## src/hdl/hatc_pkg.sv

```systemverilog
// shared types, codes and constants of the histogram tone curve block
package hatc_pkg;

  localparam int FRAC = 17;
  localparam int DIV_NW = 66;
  localparam int DIV_DW = 40;
  localparam int DIV_CW = $clog2(DIV_NW + 1);
  localparam int CFG_IW = 3;
  localparam int CFG_DW = 25;
  localparam logic [23:0] SPAN_MIN = 24'd249037;
  localparam logic [31:0] PCT_RECIP = 32'h51EB_851F;
  localparam int PCT_SHIFT = 37;

  typedef struct packed {
    logic        operation;
    logic [31:0] bin_value;
    logic        last_bin;
    logic [15:0] query_code;
  } hatc_in_t;

  typedef struct packed {
    logic [15:0] mapped_code;
    logic        applicable;
  } hatc_out_t;

  typedef enum logic [CFG_IW-1:0] {
    CFG_BINS   = 3'd0,
    CFG_SPAN   = 3'd1,
    CFG_SLOPE  = 3'd2,
    CFG_OFFSET = 3'd3,
    CFG_DMIN   = 3'd4,
    CFG_DMAX   = 3'd5
  } cfg_reg_t;

  typedef enum logic [4:0] {
    OP_NONE, OP_LOAD, OP_QUERY_IN, OP_FILL, OP_TOL_DIV, OP_MUL_NUM,
    OP_CEIL_DIV, OP_CEIL_SET, OP_TRIM_RD, OP_TRIM_WR, OP_TRIM_END, OP_ACC_RD,
    OP_ACC_WR, OP_FINISH, OP_Q_NA, OP_Q_MIN, OP_Q_MAX, OP_Q_RD_HI, OP_Q_RD_LO,
    OP_Q_MUL_LO, OP_Q_MUL_HI, OP_Q_SCALE, OP_Q_DIV, OP_Q_FIN, OP_OUT
  } dp_op_t;

  typedef enum logic [4:0] {
    ST_IDLE, ST_FILL, ST_CHECK, ST_MUL, ST_CEIL, ST_CEIL_W, ST_TRIM_RD,
    ST_TRIM_WR, ST_TRIM_END, ST_ACC_RD, ST_ACC_WR, ST_FINISH, ST_Q_CHK, ST_Q_RD_LO,
    ST_Q_MUL_LO, ST_Q_MUL_HI, ST_Q_SCALE, ST_Q_DIV, ST_Q_DIV_W, ST_Q_OUT
  } state_t;

  typedef struct packed {
    logic fill_done;
    logic k_last;
    logic skip;
    logic trim_more;
    logic curve_ready;
    logic pos_le0;
    logic idx_ge;
    logic div_done;
    logic div_busy;
    logic out_blocked;
  } dp_stat_t;

endpackage

```

## src/hdl/hatc_ctrl.sv

```systemverilog
// controller state machine sequencing loads, curve build and queries
module hatc_ctrl import hatc_pkg::*; (
  input  logic     clk,
  input  logic     rst_n,
  input  logic     in_valid,
  input  logic     in_query,
  input  logic     in_last,
  output logic     in_stall,
  input  dp_stat_t stat,
  output dp_op_t   op
);

  state_t state_r, state_nxt;

  always_ff @(posedge clk) begin
    if (!rst_n) begin
      state_r <= ST_IDLE;
    end else begin
      state_r <= state_nxt;
    end
  end

  always_comb begin
    state_nxt = state_r;
    unique case (state_r)
      ST_IDLE: begin
        if (in_valid) begin
          if (in_query) begin
            state_nxt = ST_Q_CHK;
          end else if (in_last) begin
            state_nxt = ST_FILL;
          end
        end
      end
      ST_FILL: if (stat.fill_done) state_nxt = ST_CHECK;
      ST_CHECK: state_nxt = stat.skip ? ST_IDLE : ST_MUL;
      ST_MUL: state_nxt = ST_CEIL;
      ST_CEIL: state_nxt = ST_CEIL_W;
      ST_CEIL_W: if (stat.div_done) state_nxt = ST_TRIM_RD;
      ST_TRIM_RD: state_nxt = ST_TRIM_WR;
      ST_TRIM_WR: state_nxt = stat.k_last ? ST_TRIM_END : ST_TRIM_RD;
      ST_TRIM_END: state_nxt = stat.trim_more ? ST_MUL : ST_ACC_RD;
      ST_ACC_RD: state_nxt = ST_ACC_WR;
      ST_ACC_WR: state_nxt = stat.k_last ? ST_FINISH : ST_ACC_RD;
      ST_FINISH: state_nxt = ST_IDLE;
      ST_Q_CHK: begin
        if (!stat.curve_ready || stat.pos_le0 || stat.idx_ge) begin
          state_nxt = ST_Q_OUT;
        end else begin
          state_nxt = ST_Q_RD_LO;
        end
      end
      ST_Q_RD_LO: state_nxt = ST_Q_MUL_LO;
      ST_Q_MUL_LO: state_nxt = ST_Q_MUL_HI;
      ST_Q_MUL_HI: state_nxt = ST_Q_SCALE;
      ST_Q_SCALE: state_nxt = ST_Q_DIV;
      ST_Q_DIV: state_nxt = ST_Q_DIV_W;
      ST_Q_DIV_W: if (stat.div_done) state_nxt = ST_Q_OUT;
      ST_Q_OUT: if (!stat.out_blocked) state_nxt = ST_IDLE;
      default: state_nxt = ST_IDLE;
    endcase
  end

  always_comb begin
    op = OP_NONE;
    in_stall = 1'b1;
    unique case (state_r)
      ST_IDLE: begin
        in_stall = 1'b0;
        if (in_valid) begin
          op = in_query ? OP_QUERY_IN : OP_LOAD;
        end
      end
      ST_FILL: if (!stat.fill_done) op = OP_FILL;
      ST_CHECK: if (!stat.skip) op = OP_TOL_DIV;
      ST_MUL: op = OP_MUL_NUM;
      ST_CEIL: op = OP_CEIL_DIV;
      ST_CEIL_W: if (stat.div_done) op = OP_CEIL_SET;
      ST_TRIM_RD: op = OP_TRIM_RD;
      ST_TRIM_WR: op = OP_TRIM_WR;
      ST_TRIM_END: op = OP_TRIM_END;
      ST_ACC_RD: op = OP_ACC_RD;
      ST_ACC_WR: op = OP_ACC_WR;
      ST_FINISH: op = OP_FINISH;
      ST_Q_CHK: begin
        priority if (!stat.curve_ready) begin
          op = OP_Q_NA;
        end else if (stat.pos_le0) begin
          op = OP_Q_MIN;
        end else if (stat.idx_ge) begin
          op = OP_Q_MAX;
        end else begin
          op = OP_Q_RD_HI;
        end
      end
      ST_Q_RD_LO: op = OP_Q_RD_LO;
      ST_Q_MUL_LO: op = OP_Q_MUL_LO;
      ST_Q_MUL_HI: op = OP_Q_MUL_HI;
      ST_Q_SCALE: op = OP_Q_SCALE;
      ST_Q_DIV: op = OP_Q_DIV;
      ST_Q_DIV_W: if (stat.div_done) op = OP_Q_FIN;
      ST_Q_OUT: if (!stat.out_blocked) op = OP_OUT;
      default: op = OP_NONE;
    endcase
  end

endmodule

```

## config.mk

```make
export PLATFORM = sky130hd
export DESIGN_NAME = hatc_ctrl
export DESIGN_NICKNAME = d
export VERILOG_FILES = /design/src/hdl/hatc_pkg.sv /design/src/hdl/hatc_ctrl.sv
export SDC_FILE = /design/constraint.sdc
export NUM_CORES = 1
export LEC_CHECK = 0
export ABC_AREA = 0
export BUFFER_PORTS_ARGS = -buffer_cell sky130_fd_sc_hd__clkbuf_2
export CAP_MARGIN = 20
export CORE_MARGIN = 2
export CORE_UTILIZATION = 52
export CTS_CLUSTER_DIAMETER = 30
export DETAILED_ROUTE_END_ITERATION = 8
export GPL_TIMING_DRIVEN = 0
export PLACE_DENSITY = 0.79
export REMOVE_ABC_BUFFERS = 1
export SLEW_MARGIN = 30
export SYNTH_ARGS = -nofsm -noshare
export SYNTH_HDL_FRONTEND = slang
export SYNTH_SLANG_ARGS = --single-unit
```

## constraint.sdc

```tcl
create_clock -name clk -period 3.27 [get_ports clk]
set_clock_uncertainty 0.2 [all_clocks]
set_input_delay 0.654 -clock clk [delete_from_list [all_inputs] [get_ports clk]]
set_output_delay 0.654 -clock clk [all_outputs]
set_load 0.05 [all_outputs]
```

==> results.py <==
metrics = {
    "run_status": {
        "status": "completed",
    },
    "power": {
        "powerDensity_nw_per_um2": 1060,
        "max-vdd-ir-drop_mv": 0.609,
        "total_power_mw": 0.968,
        "leakagePower_nw": 0.349,
    },
    "yosys": {
        "synth_warnings": 0,
        "yosys.area_share.adder_pct": 0,
        "synth_edf_count": 0,
        "yosysSeqAreaShare_pct": 12.3,
        "ys_seq_elements": 5,
        "syn_area_per_cell_sq_um": 6.59,
        "synth_top_area_share_pct": 12.3,
        "ys_types": 42,
        "synth_area_leaders": "dfxtp_1 (12%), nand2b_1 (6.1%), o21ai_0 (6.1%), nand2_1 (5.5%), nor2b_1 (4.6%)",
        "synth-simple-area-share_pct": 38.9,
        "synth_area_leader_cell": "dfxtp_1",
        "synth_top_family_by_area": "compound AO/OA/AOI/OAI gates",
        "synth_compound_area_share_pct": 40.7,
        "synth-xor-area-share_pct": 0,
        "synthFlopType": "dfxtp_1",
        "synth_area_sq_um": 817,
        "synth_mux_area_share_pct": 1.23,
        "synth-async-reset-ratio_pct": 0,
        "synthCells": 124,
    },
    "sta": {
        "final.setup.tns_ns": 0,
        "hold_viol": 0,
        "slew_violations": 0,
        "fmax_mhz": 323,
        "max_slew_margin_pct": 55.7,
        "tightest_slew_ns": 0.663,
        "setup_viol": 0,
        "finalCritPeriodShare_pct": 94.6,
        "layout_min_cycle_time_ns": 3.09,
        "rsz0062_at_grt": "no",
    },
    "routing": {
        "via_per_inst": 6.55,
        "drt-pass1-iter-count": 4,
        "drt_iter0_drc": 35,
        "vias": 996,
        "wl_per_cell_um": 14.0,
        "drt.antenna.violating_nets": 0,
        "wirelength_mm": 2.13,
        "route.detailed.drc": 0,
    },
    "cts": {
        "cts-root-buf": "clkbuf_4",
        "clk_pin_slew_ns": 0.04,
        "cts_num_sinks": 5,
        "cts_tree": "yes",
        "htreeDepth": 1,
        "clk_latency_ns": 0.24,
        "holdBufCountCts": 0,
        "clockBufferDepth": 2,
        "post_cts_resized": 0,
        "post-cts-setup-buffer-count": 0,
        "cts_made_buffers": 3,
    },
    "placement": {
        "place_congestion": 0.902,
        "dp_hpwl_mm": 1.51,
        "io_buffers": 19,
        "placed_cell_area_sq_um": 883,
    },
    "cells_and_area": {
        "mostFrequentLayoutCells": "clkbuf_2 (19), nand2_1 (12), o21ai_0 (10)",
        "drive_above_1_share_pct": 21.3,
        "utilization_pct": 61.4,
        "largest_register_ffs": 5,
        "num_antenna_cells": 0,
        "nNetsFinal": 152,
        "largestRegisters": "state_r: 5 flops",
        "area_delta_synth_final_pct": 11.9,
        "design_area_sq_um": 915,
        "nFillCells": 142,
        "final_common_cell": "clkbuf_2",
        "largest_register": "state_r",
    },
    "setup_path": {
        "path_class": "flip-flop to primary output",
        "cp.required_ns": 2.42,
        "cp.arrival_ns": 2.24,
        "crit_slowest_cell": "dfxtp_1",
        "critPathCaptureType": "primary output",
        "path_cells": "nand2b_1 > or2_2 > o22ai_1 > a21oi_1 > o221ai_1 > clkbuf_2",
        "cpPeakStageDelay_ns": 0.74,
        "start_kind": "flip-flop",
        "rr_worst_depth": 5,
        "critPathMaxFanout": 21,
    },
    "floorplan": {
        "fp.dieH_um": 43.6,
        "die_area_sq_um": 1900,
        "core-area_sq_um": 1490,
        "fp.dieW_um": 43.6,
        "start_util_pct": 54.9,
        "rows": 14,
        "io_pins": 21,
    },
    "global_route": {
        "grt-ovfl-total": 0,
        "grt_first_pass_wirelength_mm": 3.44,
        "grt_antenna_before_repair": 0,
        "grt_pass1_vias": 779,
        "grt_max_degree": 30,
        "track_usage_pct": 23.3,
    },
    "flow_run": {
        "drv_cap": 0,
    },
    "worst_hold_path": {
        "hold_depth": 2,
        "hp-class": "input port to flip-flop",
    },
}
-- per-layer routing --
| layer | share of wire [%] | GRT usage [%] | vias to the layer above | wire length [um] |
|---|---|---|---|---|
| li1 | - | - | 495 | - |
| met1 | 44 | 33.1 | 462 | 941 |
| met2 | 50 | 35.6 | 39 | 1060 |
| met3 | 5.8 | 5.42 | 0 | 124 |
| met4 | 0 | 5.45 | 0 | 0 |
| met5 | 0 | 0 | - | 0 |
-- where the power goes --
group,switching (mW),leakage [nW],total [mW],internal [mW]
clock,0.0237,0.0150,0.0697,0.0460
combinational,0.426,0.292,0.682,0.257
sequential,0.129,0.0422,0.217,0.0871
total,0.579,0.349,0.968,0.390
-- cell type report --
class / count / area (sq um) / share of cell area [%]
multi-input combinational: 106 / 662 / 72.4
sequential: 5 / 104 / 11.4
tap: 16 / 20.0 / 2.19
clock buffer: 4 / 26.3 / 2.87
inverter: 2 / 7.51 / 0.821
timing repair buffer: 19 / 95.1 / 10.4
-- metrics by stage --
stage               std cells  setup WS (ns)  hold WS (ns)
finish                    152          0.177         0.476
global route              152         0.0751         0.473
CTS                       152          0.131         0.472
detailed placement        148          0.393         0.709
global placement          148          0.444         0.689
floorplan                 113          0.457         0.568
-- worst paths after layout --
check	startpoint	endpoint	slack, ns
worst max register to register	state_r[4]	state_r[1]	1.05
worst min-delay path	rst_n	state_r[1]	0.48
worst min register to register	state_r[1]	state_r[1]	0.68
worst max-delay path	state_r[4]	op[0]	0.18
-- synth_stat cells (2+ instances only) --
cell type	instances
o21a_1	4
and2_1	3
dfxtp_1	5
o21bai_1	2
or3_1	2
o22ai_1	4
nand2b_1	8
nand3b_1	3
o21ai_0	10
nor3_1	3
nand2_1	12
nor2b_1	6
o221ai_1	2
nand3_1	4
a211oi_1	4
inv_1	2
buf_2	6
a21oi_1	6
a32oi_1	2
a31oi_1	2
clkbuf_1	5
nor2_1	9
-- worst max-delay path: cells and delay by family (launching register included) --
kind	cells	cell delay, ns
AOI/OAI and AO/OA	3	0.34
buffers and inverters	1	0.31
DFF	1	0.74
and+or+nand+nor	2	0.61
-- logic make-up (layout without fill, tap and decap cells) --
group | after synthesis | count (layout)
and+or+nand+nor | 58 | 58
buffers and inverters | 13 | 25
AOI/OAI and AO/OA | 47 | 47
muxes | 1 | 1
DFF | 5 | 5
No activity file was read; power rests on OpenSTA's default activity.
